<file path="src/hdl/iem_pkg.sv">
`timescale 1ns / 1ps
`default_nettype none
package iem_pkg;

  // Command kinds carried by an input item.
  localparam logic [1:0] KIND_TICK  = 2'd0;
  localparam logic [1:0] KIND_WRITE = 2'd1;
  localparam logic [1:0] KIND_READ  = 2'd2;
  localparam logic [1:0] KIND_PROBE = 2'd3;

  // Completion status codes.
  localparam logic [1:0] STATUS_OK       = 2'd0;
  localparam logic [1:0] STATUS_NACK     = 2'd1;
  localparam logic [1:0] STATUS_POLL_TMO = 2'd2;
  localparam logic [1:0] STATUS_BAD_CNT  = 2'd3;

  // Configuration register indexes.
  localparam int unsigned CFG_IDX_W = 3;
  localparam int unsigned CFG_DATA_W = 16;
  localparam logic [CFG_IDX_W-1:0] REG_DEVICE_SELECT  = 3'd0;
  localparam logic [CFG_IDX_W-1:0] REG_ADDR_BYTES     = 3'd1;
  localparam logic [CFG_IDX_W-1:0] REG_HIGH_BITS      = 3'd2;
  localparam logic [CFG_IDX_W-1:0] REG_LONG_HOLD      = 3'd3;
  localparam logic [CFG_IDX_W-1:0] REG_ACK_WAIT_LIMIT = 3'd4;
  localparam logic [CFG_IDX_W-1:0] REG_POLL_GAP       = 3'd5;
  localparam logic [CFG_IDX_W-1:0] REG_POLL_TRIES     = 3'd6;

  // Register reset values.
  localparam logic [7:0]  RST_DEVICE_SELECT  = 8'hA0;
  localparam logic [1:0]  RST_ADDR_BYTES     = 2'd1;
  localparam logic        RST_HIGH_BITS      = 1'b0;
  localparam logic [7:0]  RST_LONG_HOLD      = 8'd4;
  localparam logic [15:0] RST_ACK_WAIT_LIMIT = 16'h1000;
  localparam logic [15:0] RST_POLL_GAP       = 16'd500;
  localparam logic [7:0]  RST_POLL_TRIES     = 8'd10;

  typedef struct packed {
    logic [1:0]  kind;
    logic        sda_in;
    logic [15:0] mem_addr;
    logic [15:0] byte_count;
    logic [7:0]  write_byte;
  } in_item_t;

  typedef struct packed {
    logic       scl_out;
    logic       sda_out;
    logic       busy_res;
    logic       byte_request;
    logic [7:0] read_byte;
    logic       read_valid;
    logic       read_last;
    logic       done_res;
    logic [1:0] status;
  } out_item_t;

  // Configuration write bundle.
  typedef struct packed {
    logic                  we;
    logic [CFG_IDX_W-1:0]  index;
    logic [CFG_DATA_W-1:0] wdata;
  } cfg_wr_t;

endpackage
`default_nettype wire

</file>
<file path="src/hdl/iem_fifo.sv">
`timescale 1ns / 1ps
`default_nettype none
module iem_fifo #(
  parameter int unsigned WIDTH = 8,
  parameter int unsigned DEPTH = 4
) (
  input  wire logic             clk,
  input  wire logic             rst_n,
  input  wire logic             push,
  input  wire logic [WIDTH-1:0] wdata,
  output logic                  full,
  input  wire logic             pop,
  output logic [WIDTH-1:0]      rdata,
  output logic                  empty
);

  localparam int unsigned PTR_W = (DEPTH > 1) ? $clog2(DEPTH) : 1;
  localparam int unsigned CNT_W = $clog2(DEPTH + 1);

  logic [WIDTH-1:0] mem [DEPTH];
  logic [PTR_W-1:0] wr_ptr_r, wr_ptr_nxt;
  logic [PTR_W-1:0] rd_ptr_r, rd_ptr_nxt;
  logic [CNT_W-1:0] count_r, count_nxt;
  logic             do_push, do_pop;

  assign full  = (count_r == CNT_W'(DEPTH));
  assign empty = (count_r == '0);
  assign rdata = mem[rd_ptr_r];
  assign do_push = push && !full;
  assign do_pop  = pop && !empty;

  // Pointer and fill count update for each transfer.
  always_comb begin
    wr_ptr_nxt = wr_ptr_r;
    rd_ptr_nxt = rd_ptr_r;
    count_nxt  = count_r;
    if (do_push) begin
      wr_ptr_nxt = (wr_ptr_r == PTR_W'(DEPTH - 1)) ? '0 : wr_ptr_r + 1'b1;
    end
    if (do_pop) begin
      rd_ptr_nxt = (rd_ptr_r == PTR_W'(DEPTH - 1)) ? '0 : rd_ptr_r + 1'b1;
    end
    if (do_push && !do_pop) begin
      count_nxt = count_r + 1'b1;
    end else if (do_pop && !do_push) begin
      count_nxt = count_r - 1'b1;
    end
  end

  always_ff @(posedge clk) begin
    if (!rst_n) begin
      wr_ptr_r <= '0;
      rd_ptr_r <= '0;
      count_r  <= '0;
    end else begin
      wr_ptr_r <= wr_ptr_nxt;
      rd_ptr_r <= rd_ptr_nxt;
      count_r  <= count_nxt;
    end
  end

  // Storage write.
  always_ff @(posedge clk) begin
    if (do_push) begin
      mem[wr_ptr_r] <= wdata;
    end
  end

endmodule
`default_nettype wire

</file>
<file path="src/hdl/iem_engine.sv">
`timescale 1ns / 1ps
`default_nettype none
module iem_engine import iem_pkg::*; (
  input  wire logic      clk,
  input  wire logic      rst_n,
  input  wire cfg_wr_t   cfg,
  input  wire logic      item_avail,
  input  wire in_item_t  item,
  output logic           item_take,
  input  wire logic      res_full,
  output logic           res_push,
  output out_item_t      res
);

  typedef enum logic [21:0] {
    PH_IDLE = 22'h000001, PH_ST_A = 22'h000002, PH_ST_B = 22'h000004,
    PH_ST_C = 22'h000008, PH_ST_D = 22'h000010, PH_WB_A = 22'h000020,
    PH_WB_B = 22'h000040, PH_WB_C = 22'h000080, PH_AK_A = 22'h000100,
    PH_AK_B = 22'h000200, PH_AK_C = 22'h000400, PH_RB_A = 22'h000800,
    PH_RB_B = 22'h001000, PH_RA_A = 22'h002000, PH_RA_B = 22'h004000,
    PH_RA_C = 22'h008000, PH_REQ  = 22'h010000, PH_LOAD = 22'h020000,
    PH_SP_A = 22'h040000, PH_SP_B = 22'h080000, PH_SP_C = 22'h100000,
    PH_GAP  = 22'h200000
  } phase_t;

  typedef enum logic [10:0] {
    SG_SELW = 11'h001, SG_AHI = 11'h002, SG_ALO = 11'h004, SG_SELR = 11'h008,
    SG_DATA = 11'h010, SG_POLL = 11'h020, SG_POLL_FIRST = 11'h040,
    SG_POLL_RETRY = 11'h080, SG_END_OK = 11'h100, SG_END_NACK = 11'h200,
    SG_END_TMO = 11'h400
  } stage_t;

  // Configuration registers.
  logic [7:0]  dev_sel_r;
  logic [1:0]  addr_bytes_r;
  logic        high_bits_r;
  logic [7:0]  long_hold_r;
  logic [15:0] ack_limit_r;
  logic [15:0] poll_gap_r;
  logic [7:0]  poll_tries_r;

  // Engine state.
  phase_t      phase_r, phase_nxt;
  stage_t      stage_r, stage_nxt;
  logic [1:0]  op_kind_r, op_kind_nxt;
  logic [3:0]  bit_idx_r, bit_idx_nxt;
  logic [7:0]  shift_r, shift_nxt;
  logic [15:0] tick_r, tick_nxt;
  logic [15:0] ack_cnt_r, ack_cnt_nxt;
  logic [7:0]  poll_cnt_r, poll_cnt_nxt;
  logic [15:0] addr_r, addr_nxt;
  logic [15:0] left_r, left_nxt;
  logic        scl_r, scl_nxt;
  logic        sda_r, sda_nxt;

  logic [15:0] tick_inc;
  logic        hold_long, hold_gap;
  logic [7:0]  sel_base, shift_in;
  logic [7:0]  poll_inc;
  logic [15:0] left_dec;

  assign item_take = item_avail && !res_full;
  assign res_push  = item_take;

  assign tick_inc  = tick_r + 16'd1;
  assign hold_long = tick_inc >= {8'd0, long_hold_r};
  assign hold_gap  = tick_inc >= poll_gap_r;
  // Address bits 10..8 land in select bits 3..1 when enabled.
  assign sel_base  = (dev_sel_r & 8'hFE) | (high_bits_r ? (addr_r[14:7] & 8'h0E) : 8'h00);
  assign shift_in  = {shift_r[6:0], item.sda_in};
  assign poll_inc  = poll_cnt_r + 8'd1;
  assign left_dec  = (left_r != '0) ? left_r - 16'd1 : left_r;

  // One bus tick: next state and the result item of this transfer.
  always_comb begin
    phase_nxt    = phase_r;
    stage_nxt    = stage_r;
    op_kind_nxt  = op_kind_r;
    bit_idx_nxt  = bit_idx_r;
    shift_nxt    = shift_r;
    tick_nxt     = tick_r;
    ack_cnt_nxt  = ack_cnt_r;
    poll_cnt_nxt = poll_cnt_r;
    addr_nxt     = addr_r;
    left_nxt     = left_r;
    scl_nxt      = scl_r;
    sda_nxt      = sda_r;
    res          = '0;

    case (phase_r)
      PH_IDLE: begin
        if (item.kind == KIND_READ && item.byte_count == '0) begin
          res.done_res = 1'b1;
          res.status   = STATUS_BAD_CNT;
        end else if (item.kind != KIND_TICK) begin
          op_kind_nxt  = item.kind;
          addr_nxt     = item.mem_addr;
          left_nxt     = item.byte_count;
          poll_cnt_nxt = '0;
          stage_nxt    = SG_SELW;
          phase_nxt    = PH_ST_A;
          tick_nxt     = '0;
        end
      end
      PH_ST_A: begin
        sda_nxt = 1'b1; phase_nxt = PH_ST_B; tick_nxt = '0;
      end
      PH_ST_B: begin
        scl_nxt = 1'b1; tick_nxt = tick_inc;
        if (hold_long) begin
          phase_nxt = PH_ST_C; tick_nxt = '0;
        end
      end
      PH_ST_C: begin
        sda_nxt = 1'b0; tick_nxt = tick_inc;
        if (hold_long) begin
          phase_nxt = PH_ST_D; tick_nxt = '0;
        end
      end
      PH_ST_D: begin
        scl_nxt     = 1'b0;
        shift_nxt   = sel_base | {7'd0, stage_r == SG_SELR};
        bit_idx_nxt = 4'd7;
        phase_nxt   = PH_WB_A;
        tick_nxt    = '0;
      end
      PH_WB_A: begin
        sda_nxt = shift_r[bit_idx_r[2:0]]; phase_nxt = PH_WB_B; tick_nxt = '0;
      end
      PH_LOAD: begin
        shift_nxt   = item.write_byte;
        bit_idx_nxt = 4'd7;
        sda_nxt     = item.write_byte[7];
        phase_nxt   = PH_WB_B;
        tick_nxt    = '0;
      end
      PH_WB_B: begin
        scl_nxt = 1'b1; phase_nxt = PH_WB_C; tick_nxt = '0;
      end
      PH_WB_C: begin
        scl_nxt  = 1'b0;
        tick_nxt = '0;
        if (bit_idx_r == '0) begin
          phase_nxt = PH_AK_A;
        end else begin
          bit_idx_nxt = bit_idx_r - 4'd1;
          phase_nxt   = PH_WB_A;
        end
      end
      PH_AK_A: begin
        sda_nxt = 1'b1; phase_nxt = PH_AK_B; tick_nxt = '0;
      end
      PH_AK_B: begin
        scl_nxt = 1'b1; ack_cnt_nxt = '0; phase_nxt = PH_AK_C; tick_nxt = '0;
      end
      PH_AK_C: begin
        if (!item.sda_in) begin
          // Acknowledge seen: move on to the next step of the sequence.
          scl_nxt  = 1'b0;
          tick_nxt = '0;
          case (stage_r)
            SG_SELW: begin
              if (op_kind_r == KIND_PROBE) begin
                stage_nxt = SG_END_OK; phase_nxt = PH_SP_A;
              end else if (addr_bytes_r == 2'd1) begin
                stage_nxt = SG_ALO; shift_nxt = addr_r[7:0];
                bit_idx_nxt = 4'd7; phase_nxt = PH_WB_A;
              end else begin
                stage_nxt = SG_AHI; shift_nxt = addr_r[15:8];
                bit_idx_nxt = 4'd7; phase_nxt = PH_WB_A;
              end
            end
            SG_AHI: begin
              stage_nxt = SG_ALO; shift_nxt = addr_r[7:0];
              bit_idx_nxt = 4'd7; phase_nxt = PH_WB_A;
            end
            SG_ALO: begin
              if (op_kind_r == KIND_READ) begin
                stage_nxt = SG_SELR; phase_nxt = PH_ST_A;
              end else if (left_r == '0) begin
                stage_nxt = SG_POLL_FIRST; phase_nxt = PH_SP_A;
              end else begin
                stage_nxt = SG_DATA; phase_nxt = PH_REQ;
              end
            end
            SG_SELR: begin
              stage_nxt = SG_DATA; bit_idx_nxt = 4'd7;
              shift_nxt = '0; phase_nxt = PH_RB_A;
            end
            SG_DATA: begin
              left_nxt = left_dec;
              addr_nxt = addr_r + 16'd1;
              if (left_dec == '0) begin
                stage_nxt = SG_POLL_FIRST; phase_nxt = PH_SP_A;
              end else begin
                stage_nxt = SG_DATA; phase_nxt = PH_REQ;
              end
            end
            SG_POLL: begin
              stage_nxt = SG_END_OK; phase_nxt = PH_SP_A;
            end
            default: begin
              stage_nxt = SG_END_NACK; phase_nxt = PH_SP_A;
            end
          endcase
        end else if (ack_cnt_r >= ack_limit_r) begin
          // No acknowledge within the limit.
          tick_nxt  = '0;
          phase_nxt = PH_SP_A;
          if (stage_r == SG_POLL) begin
            poll_cnt_nxt = poll_inc;
            stage_nxt    = (poll_inc >= poll_tries_r) ? SG_END_TMO : SG_POLL_RETRY;
          end else begin
            stage_nxt = SG_END_NACK;
          end
        end else begin
          ack_cnt_nxt = ack_cnt_r + 16'd1;
        end
      end
      PH_RB_A: begin
        sda_nxt = 1'b1; scl_nxt = 1'b1; phase_nxt = PH_RB_B; tick_nxt = '0;
      end
      PH_RB_B: begin
        shift_nxt = shift_in;
        scl_nxt   = 1'b0;
        tick_nxt  = '0;
        if (bit_idx_r == '0) begin
          res.read_byte  = shift_in;
          res.read_valid = 1'b1;
          res.read_last  = (left_r <= 16'd1);
          phase_nxt      = PH_RA_A;
        end else begin
          bit_idx_nxt = bit_idx_r - 4'd1;
          phase_nxt   = PH_RB_A;
        end
      end
      PH_RA_A: begin
        sda_nxt = (left_r <= 16'd1); phase_nxt = PH_RA_B; tick_nxt = '0;
      end
      PH_RA_B: begin
        scl_nxt = 1'b1; phase_nxt = PH_RA_C; tick_nxt = '0;
      end
      PH_RA_C: begin
        scl_nxt  = 1'b0;
        sda_nxt  = 1'b1;
        left_nxt = left_dec;
        tick_nxt = '0;
        if (left_dec == '0) begin
          stage_nxt = SG_END_OK; phase_nxt = PH_SP_A;
        end else begin
          bit_idx_nxt = 4'd7; shift_nxt = '0; phase_nxt = PH_RB_A;
        end
      end
      PH_REQ: begin
        res.byte_request = 1'b1; phase_nxt = PH_LOAD; tick_nxt = '0;
      end
      PH_SP_A: begin
        scl_nxt = 1'b0; phase_nxt = PH_SP_B; tick_nxt = '0;
      end
      PH_SP_B: begin
        sda_nxt = 1'b0; tick_nxt = tick_inc;
        if (hold_long) begin
          phase_nxt = PH_SP_C; tick_nxt = '0;
        end
      end
      PH_SP_C: begin
        scl_nxt  = 1'b1;
        sda_nxt  = 1'b1;
        tick_nxt = tick_inc;
        if (hold_long) begin
          tick_nxt = '0;
          if (stage_r == SG_POLL_FIRST) begin
            stage_nxt = SG_POLL; poll_cnt_nxt = '0; phase_nxt = PH_ST_A;
          end else if (stage_r == SG_POLL_RETRY) begin
            phase_nxt = PH_GAP;
          end else begin
            res.done_res = 1'b1;
            res.status   = (stage_r == SG_END_NACK) ? STATUS_NACK :
                           (stage_r == SG_END_TMO)  ? STATUS_POLL_TMO : STATUS_OK;
            phase_nxt    = PH_IDLE;
          end
        end
      end
      PH_GAP: begin
        tick_nxt = tick_inc;
        if (hold_gap) begin
          stage_nxt = SG_POLL; phase_nxt = PH_ST_A; tick_nxt = '0;
        end
      end
      default: begin
        phase_nxt = PH_IDLE; tick_nxt = '0;
      end
    endcase

    res.scl_out  = scl_nxt;
    res.sda_out  = sda_nxt;
    res.busy_res = (phase_nxt != PH_IDLE);
  end

  // Engine state advances once per transfer taken from the input queue.
  always_ff @(posedge clk) begin
    if (!rst_n) begin
      phase_r    <= PH_IDLE;
      stage_r    <= SG_SELW;
      op_kind_r  <= '0;
      bit_idx_r  <= '0;
      shift_r    <= '0;
      tick_r     <= '0;
      ack_cnt_r  <= '0;
      poll_cnt_r <= '0;
      addr_r     <= '0;
      left_r     <= '0;
      scl_r      <= 1'b1;
      sda_r      <= 1'b1;
    end else if (item_take) begin
      phase_r    <= phase_nxt;
      stage_r    <= stage_nxt;
      op_kind_r  <= op_kind_nxt;
      bit_idx_r  <= bit_idx_nxt;
      shift_r    <= shift_nxt;
      tick_r     <= tick_nxt;
      ack_cnt_r  <= ack_cnt_nxt;
      poll_cnt_r <= poll_cnt_nxt;
      addr_r     <= addr_nxt;
      left_r     <= left_nxt;
      scl_r      <= scl_nxt;
      sda_r      <= sda_nxt;
    end
  end

  // Configuration register writes.
  always_ff @(posedge clk) begin
    if (!rst_n) begin
      dev_sel_r    <= RST_DEVICE_SELECT;
      addr_bytes_r <= RST_ADDR_BYTES;
      high_bits_r  <= RST_HIGH_BITS;
      long_hold_r  <= RST_LONG_HOLD;
      ack_limit_r  <= RST_ACK_WAIT_LIMIT;
      poll_gap_r   <= RST_POLL_GAP;
      poll_tries_r <= RST_POLL_TRIES;
    end else if (cfg.we) begin
      case (cfg.index)
        REG_DEVICE_SELECT:  dev_sel_r    <= cfg.wdata[7:0];
        REG_ADDR_BYTES:     addr_bytes_r <= cfg.wdata[1:0];
        REG_HIGH_BITS:      high_bits_r  <= cfg.wdata[0];
        REG_LONG_HOLD:      long_hold_r  <= cfg.wdata[7:0];
        REG_ACK_WAIT_LIMIT: ack_limit_r  <= cfg.wdata;
        REG_POLL_GAP:       poll_gap_r   <= cfg.wdata;
        REG_POLL_TRIES:     poll_tries_r <= cfg.wdata[7:0];
        default: begin
        end
      endcase
    end
  end

endmodule
`default_nettype wire

</file>
<file path="src/hdl/i2c_eeprom_master.sv">
// I2C master for a serial EEPROM, driven one bus tick per input transfer.
// Input channel: push an item (command kind, sampled SDA, address, count,
// write byte) while in_full is low. Each accepted item is one timing tick;
// kind is only acted on while the block is idle.
// Result channel: while out_empty is low, out_data holds the oldest result
// (SCL/SDA levels, busy, byte request, read data, done and status); pop
// takes it. Every input item gives exactly one result, in order.
// A pushed item is registered in the input queue; the tick engine turns it
// combinationally into a result, which is registered in the result queue
// and can then be popped. The tick engine takes one item per cycle
// whenever the result queue has room.
// When the receiver stalls, the result queue fills, the engine holds its
// state, and then the input queue fills and raises in_full.
// Reset (rst_n low, synchronous) empties both queues, returns the engine to
// idle with both lines released, and loads the register reset values.
// Configuration writes take effect at the edge where cfg_we is high.
`timescale 1ns / 1ps
`default_nettype none
module i2c_eeprom_master import iem_pkg::*; #(
  parameter int unsigned QUEUE_DEPTH = 4
) (
  input  wire logic                  clk,
  input  wire logic                  rst_n,
  input  wire logic                  in_push,
  input  wire in_item_t              in_data,
  output logic                       in_full,
  input  wire logic                  out_pop,
  output out_item_t                  out_data,
  output logic                       out_empty,
  input  wire logic                  cfg_we,
  input  wire logic [CFG_IDX_W-1:0]  cfg_index,
  input  wire logic [CFG_DATA_W-1:0] cfg_wdata
);

  localparam int unsigned IN_W  = $bits(in_item_t);
  localparam int unsigned OUT_W = $bits(out_item_t);

  logic             q_empty, item_take, res_full, res_push;
  logic [IN_W-1:0]  q_rdata;
  in_item_t         item;
  out_item_t        res;
  logic [OUT_W-1:0] out_raw;
  cfg_wr_t          cfg;

  assign cfg.we    = cfg_we;
  assign cfg.index = cfg_index;
  assign cfg.wdata = cfg_wdata;
  assign item      = in_item_t'(q_rdata);
  assign out_data  = out_item_t'(out_raw);

  // Front: queue of accepted ticks.
  iem_fifo #(.WIDTH(IN_W), .DEPTH(QUEUE_DEPTH)) u_in_q (
    .clk(clk), .rst_n(rst_n),
    .push(in_push), .wdata(IN_W'(in_data)), .full(in_full),
    .pop(item_take), .rdata(q_rdata), .empty(q_empty)
  );

  // Back: bus sequencing engine.
  iem_engine u_engine (
    .clk(clk), .rst_n(rst_n), .cfg(cfg),
    .item_avail(!q_empty), .item(item), .item_take(item_take),
    .res_full(res_full), .res_push(res_push), .res(res)
  );

  // Result queue toward the receiver.
  iem_fifo #(.WIDTH(OUT_W), .DEPTH(QUEUE_DEPTH)) u_out_q (
    .clk(clk), .rst_n(rst_n),
    .push(res_push), .wdata(OUT_W'(res)), .full(res_full),
    .pop(out_pop), .rdata(out_raw), .empty(out_empty)
  );

endmodule
`default_nettype wire

</file>
<file path="config.mk">
export PLATFORM = sky130hd
export DESIGN_NAME = i2c_eeprom_master
export DESIGN_NICKNAME = d
export VERILOG_FILES = /design/src/hdl/iem_pkg.sv /design/src/hdl/iem_fifo.sv /design/src/hdl/iem_engine.sv /design/src/hdl/i2c_eeprom_master.sv
export SDC_FILE = /design/constraint.sdc
export NUM_CORES = 1
export LEC_CHECK = 0
export BUFFER_PORTS_ARGS = -buffer_cell sky130_fd_sc_hd__buf_2
export CAP_MARGIN = 5
export CORE_ASPECT_RATIO = 1.2
export CORE_MARGIN = 2
export CORE_UTILIZATION = 55
export DETAILED_ROUTE_END_ITERATION = 8
export MAX_ROUTING_LAYER = met4
export PLACE_DENSITY = 0.72
export RECOVER_POWER = 50
export SETUP_SLACK_MARGIN = 0.5
export SYNTH_ARGS = -nofsm -noshare
export SYNTH_HDL_FRONTEND = slang
export SYNTH_SLANG_ARGS = --single-unit
</file>
<file path="constraint.sdc">
create_clock -name clk -period 6 [get_ports clk]
set_input_delay 0.9 -clock clk [delete_from_list [all_inputs] [get_ports clk]]
set_output_delay 0.9 -clock clk [all_outputs]
set_load 0.02 [all_outputs]
</file>
==> results.yml, run 1 <==
die:
  die_w_um: 183.1
  ioPinCount: 86
  core_area_um2: 37870
  rows: 78
  die_area_um2: 40090
  die_y_um: 218.9
  start_util_pct: 55.92
hold_path:
  worstHoldPathCells: 2
  hold_path_class: "reg2reg"
synthesis:
  netlist.top_cell.by_area: "edfxtp_1"
  ys_types: 94
  synth_edf_count: 240
  synth_top_cell_area_share_pct: 34.03
  syn-instance-count: 1985
  synth-seq-cells: 437
  syn_area_per_cell_um2: 10.67
  yosysSeqAreaShare_pct: 52.66
  syn_nets: 2120
  ys_async_sr_fraction_pct: 0
  syn-cell-area_um2: 21180
  synth_warnings: 0
  ys_top_cells_by_area: "edfxtp_1, dfxtp_1, mux4_2, nand2_1, ha_1"
  ys.flop_type: "edfxtp_1"
global_route:
  antenna_found_initial: 0
  grt_start_max_net_pins: 69
  grt_pass1_vias: 15234
  grt_usage_pct: 26.21
  grt_pass1_wl_um: 81310
  grt_overflow: 0
final_layout:
  area_delta_synth_final_pct: 9.472
  final_common_cell: "nand2_1"
  num_antenna_cells: 0
  most-common-layout-cells: "nand2_1, edfxtp_1, dfxtp_1, a21oi_1, nor2_1"
  num-nets-final: 2161
  layout-drive-gt1-share_pct: 11.71
clock_tree:
  clock_sinks: 437
  clockBufferDepth: 3
  cts_tree: "built"
  clkLatencyLatePin_ps: 560
  path_clk_slew_ps: 60
  h-tree-depth: 2
  cts-buffers-inserted: 43
  cts_root_buf: "clkbuf_16"
  ctsHoldBuffers: 0
  cts_resized: 0
  postCtsSetupBuffers: 0
power:
  power_leakage_uw: 0.008061
  p_per_area_nw_per_um2: 425.1
  peakVddDrop_mv: 0.3331
  total_power_uw: 9855
sta:
  min_period_ps: 5039
  hold_ws_ps: 454.4
  drv_slew: 260
  hold_violations: 0
  worstMarginPinSlew_ps: 2672
  finalCritPeriodShare_pct: 83.99
  rsz0062_at_grt: "no"
  fin_skew_ps: 30.51
  max_freq_ghz: 0.1984
  setup_viol: 0
  relSlewSlack_pct: -78.12
  setup_tns_ps: 0
place:
  gp_congestion: 0.9310
  portBuffers: 85
  place.detailed.hpwl_um: 34960
route:
  vias_per_cell: 6.139
  routed_wl_um: 50270
  vias: 15581
  drtIter0Drc: 1270
  wire_per_inst_um: 19.81
  drt_first_pass_iters: 6
  ant_nets: 0
  drc_errors: 0
run_status:
  status: "complete, but fails checks"
  violations: "capacitance limit, slew limit"
setup_path:
  worst-endpoint-arrival_ps: 5520
  reg2reg_depth: 13
  crit_type: "in2reg"
  worstSetupStartpointType: "input port"
  crit_fanout: 68
  end_kind: "flip-flop"
  worstPathRequired_ps: 6480
job:
  cap_violations: 6
-- final cells by class --
type | count | area (µm²)
Inverter | 71 | 269.0
Fill cell | 3072 | 14690
Sequential cell | 437 | 11150
Clock buffer | 56 | 1166
Timing Repair Buffer | 102 | 474.2
Multi-Input combinational cell | 1371 | 9313
Tap cell | 480 | 600.6
Clock inverter | 21 | 205.2
-- cells in the mapped netlist (16+ instances only) --
| cell type | n |
|---|---|
| a21oi_1 | 151 |
| and2_1 | 20 |
| and3_1 | 26 |
| buf_2 | 17 |
| clkbuf_1 | 66 |
| dfxtp_1 | 197 |
| edfxtp_1 | 240 |
| ha_1 | 66 |
| inv_1 | 71 |
| mux2i_1 | 18 |
| mux4_2 | 62 |
| nand2_1 | 265 |
| nand2b_1 | 28 |
| nand3_1 | 58 |
| nand4_1 | 25 |
| nor2_1 | 150 |
| nor2b_1 | 16 |
| nor3_1 | 44 |
| nor4_1 | 31 |
| o211ai_1 | 32 |
| o21ai_0 | 83 |
| or2_2 | 17 |
| or3_1 | 18 |
| xnor2_1 | 25 |
-- cells by family after synthesis --
kind of cell | synth area share [%]
flops | 52.66
mux | 7.445
xor+xnor | 1.613
simple gates | 18.57
fa+ha+maj | 4.089
buf+inv | 3.474
compound gates | 12.15
-- through the flow --
step	utilization (%)	instances	cell area [µm²]	worst slack [ps]
2_1_floorplan	-	1985	21180	2386
3_3_place_gp	57.80	2461	21890	1703
3_5_place_dp	57.80	2461	21890	1591
4_1_cts	61.43	2538	23260	1572
5_1_grt	61.22	2538	23180	663.9
6_report	61.22	2538	23180	960.6
-- flip-flops by register name, summed over array words and instances, names as in the netlist, 2 cells and up, named ones only --
signal                 count
u_in_q.mem               172
u_out_q.mem               68
u_engine.phase_r          22
u_engine.ack_cnt_r        16
u_engine.ack_limit_r      16
u_engine.addr_r           16
u_engine.left_r           16
u_engine.poll_gap_r       16
u_engine.tick_r           16
u_engine.stage_r          11
u_engine.long_hold_r       8
u_engine.poll_cnt_r        8
u_engine.poll_tries_r      8
u_engine.shift_r           8
u_engine.dev_sel_r         7
u_engine.bit_idx_r         4
u_in_q.count_r             3
u_out_q.count_r            3
u_engine.addr_bytes_r      2
u_engine.op_kind_r         2
u_in_q.rd_ptr_r            2
u_in_q.wr_ptr_r            2
u_out_q.rd_ptr_r           2
u_out_q.wr_ptr_r           2
-- worst paths after layout --
kind	startpoint	to	slack [ps]
min	u_engine.ack_limit_r[10]$_SDFFE_PN0P_	u_engine.ack_limit_r[10]$_SDFFE_PN0P_	450
max	rst_n	u_engine.stage_r[3]$_SDFFE_PN0P_	960
min reg2reg	u_engine.ack_limit_r[10]$_SDFFE_PN0P_	u_engine.ack_limit_r[10]$_SDFFE_PN0P_	450
max reg2reg	u_engine.tick_r[0]$_SDFFE_PN0P_	u_engine.tick_r[11]$_SDFFE_PN0P_	1520
-- layer usage --
layer	wire length [µm]	global-route usage (%)	part of all wire (%)	vias up
met5	0	-	0	-
met4	1249	7.733	2.5	0
met3	2659	3.634	5.3	89
met2	25080	44.63	50	487
met1	21280	32.80	42	7550
li1	-	-	-	7455
-- worst max-delay path: stages --
cell and delay [ps]:
buf_2 70, clkbuf_1 1850, inv_4 910, clkbuf_1 810, or4_1 760, o21ai_0 150
-- power by group --
part	internal [µW]	total [µW]	switching, µW
Combinational	1210	3280	2070
Sequential	3600	3950	344
Clock	1510	2630	1130
Note: power is estimated with default switching activity, not from simulation.
==> run 2: changes to the inputs <==
clock period = 4.8 ns   (was 6 ns; I/O delays follow)
==> run 2 against run 1 <==
The flow still finishes with violations (capacitance limit, slew limit). Setup slack got worse by 190 ps. Sequential power is 25% higher. Sequential share of layout area fell by 0.53 points. Critical path depth grew 8. First-iteration DRC count down 10%. Die area is the same. Clock skew shrank 9.8 ps. Critical path type is now reg2reg. Clock-buffer cell count decreased by 4. Largest power group unchanged. Clock power rose by 35%. Non-clock buffer count rose by 13.
==> results.yml, run 2 (synthesis gave the netlist of run 1 again) <==
final_layout:
  final-instance-count-excl-fill: 2557
  final_common_cell: "nand2_1"
  largest_reg_flops: 172
  final_util_pct: 61.90
  num-fill-cells: 3078
  area_delta_synth_final_pct: 10.68
  layout-drive-gt1-share_pct: 12.76
  most-common-layout-cells: "nand2_1, edfxtp_1, dfxtp_1, a21oi_1, nor2_1"
  num_antenna_cells: 0
  largest_register: "u_in_q.mem"
  reg_top3: "u_in_q.mem x172, u_out_q.mem x68, u_engine.phase_r x22"
  num-nets-final: 2176
global_route:
  antenna_found_initial: 0
  grt_pass1_wl_um: 81760
  grt_overflow: 0
  grt_pass1_vias: 15335
  grt_usage_pct: 26.39
  grt_start_max_net_pins: 78
setup_path:
  max_stage_delay_ps: 580
  rr_endpoint: "u_engine.tick_r[11]$_SDFFE_PN0P_"
  path_cells: "ha_1, nand3_1, nor2_2, xor2_1, ha_1, and4_1, o21ai_0, o221ai_1, or4_2, or2_2, o211ai_4, buf_12, nand2_2, o22ai_1"
  r2r_slack_ps: 770
  crit_fanout: 11
  worstPathRequired_ps: 5260
  worstSetupStartpointType: "flip-flop"
  reg2reg_from: "u_engine.tick_r[0]$_SDFFE_PN0P_"
  end_kind: "flip-flop"
  crit_family: "simple AND/OR/NAND/NOR gates"
  cp_num_buf_inv: 1
  worst-endpoint-arrival_ps: 4500
  reg2reg_depth: 14
  cpMaxStageDelayCell: "or4_2"
  crit_type: "reg2reg"
  crit_top_cell: "ha_1"
clock_tree:
  cts_tree: "built"
  clkLatencyLatePin_ps: 560
  cts-buffers-inserted: 45
  path_clk_slew_ps: 60
  clockBufferDepth: 3
  cts_root_buf: "clkbuf_16"
  h-tree-depth: 2
  clock_sinks: 437
sta:
  hold_violations: 0
  rsz0062_at_grt: "no"
  worstMarginPinSlew_ps: 2415
  setup_viol: 0
  min_period_ps: 4033
  max_freq_ghz: 0.2480
  setup_tns_ps: 0
  finalCritPeriodShare_pct: 84.02
  relSlewSlack_pct: -61.11
  drv_slew: 195
  fin_skew_ps: 20.73
route:
  wire_per_inst_um: 19.88
  ant_nets: 0
  routed_wl_um: 50840
  drc_errors: 0
  vias_per_cell: 6.140
  drtIter0Drc: 1139
  drt_first_pass_iters: 5
  vias: 15699
run_status:
  violations: "capacitance limit, slew limit"
  status: "complete, but fails checks"
die:
  ioPinCount: 86
  die_y_um: 218.9
  rows: 78
  core_area_um2: 37870
  start_util_pct: 55.92
  die_area_um2: 40090
  die_w_um: 183.1
hold_path:
  hold_path_class: "in2reg"
  worstHoldPathCells: 1
  hp-start: "in_data[33]"
  min_to: "u_in_q.mem[0][33]$_DFFE_PP_"
power:
  power_leakage_uw: 0.008190
  peakVddDrop_mv: 0.3822
  p_per_area_nw_per_um2: 535.5
job:
  cap_violations: 5
place:
  gp_congestion: 0.9467
  place.detailed.hpwl_um: 35460
  placed_cells: 2472
  portBuffers: 85
==> run 2: cell count changes in the layout (fill, tap and decap cells not counted), sizes merged <==
cell      change
buf          +12
clkinv        +2
bufinv        +2
clkinvlp      +3
clkbuf        -3
inv           +3
==> run 2: area by class of cell <==
class	instances	area, µm²	area share [%]
sequential	437	11150	47.59
inverter	71	269.0	1.148
clock inverter	31	321.6	1.372
timing repair buffer	115	593.1	2.530
clock buffer	52	1192	5.088
multi-input combinational	1371	9308	39.71
tap	480	600.6	2.562
==> run 2: worst max path at each step <==
stage	from	slack (ps)	end	cells past startpoint
floorplan	u_engine.tick_r[0]$_SDFFE_PN0P_	1190	u_engine.tick_r[0]$_SDFFE_PN0P_	15
global placement	u_engine.tick_r[0]$_SDFFE_PN0P_	570	u_engine.tick_r[11]$_SDFFE_PN0P_	13
detailed placement	u_engine.tick_r[0]$_SDFFE_PN0P_	410	u_engine.tick_r[11]$_SDFFE_PN0P_	13
CTS	u_engine.tick_r[0]$_SDFFE_PN0P_	570	u_engine.tick_r[11]$_SDFFE_PN0P_	13
global route	u_engine.tick_r[0]$_SDFFE_PN0P_	500	u_engine.tick_r[3]$_SDFFE_PN0P_	15
finish	u_engine.tick_r[0]$_SDFFE_PN0P_	770	u_engine.tick_r[11]$_SDFFE_PN0P_	14
==> run 2: repair_timing <==
action                                  4_1_cts  5_1_grt
pin swaps                                     0        1
hold endpoints to repair                      0        0
buffers inserted                              0        2
resized for setup                             1        4
hold buffers                                  0        0
endpoints found under the setup margin       11       24
==> run 2: power breakdown <==
group          leakage (µW)  internal, µW  switching, µW
logic               0.00368          1530           2510
clock network      0.000725          2070           1490
registers           0.00379          4500            453
==> run 2: metal layers <==
layer  track usage (%)  share of wire, %  vias up
met2             45.16                50      480
met3             3.634               5.1      112
li1                  -                 -     7466
met5                 -                 0        -
met4             8.560               3.2        0
met1             32.53                41     7641
==> run 2: per-stage QoR <==
| step | instance area, µm² | worst slack, ps | power, µW | hold slack [ps] |
|---|---|---|---|---|
| after floorplan | 21180 | 1186 | 7907 | 436.3 |
| after global placement | 21980 | 572.9 | 8955 | 441.7 |
| after detailed placement | 21980 | 414.1 | 9032 | 447.3 |
| after CTS | 23510 | 572.3 | 12600 | 351.3 |
| after global routing | 23440 | 502.5 | 13220 | 418.5 |
| final | 23440 | 766.9 | 12550 | 404.1 |
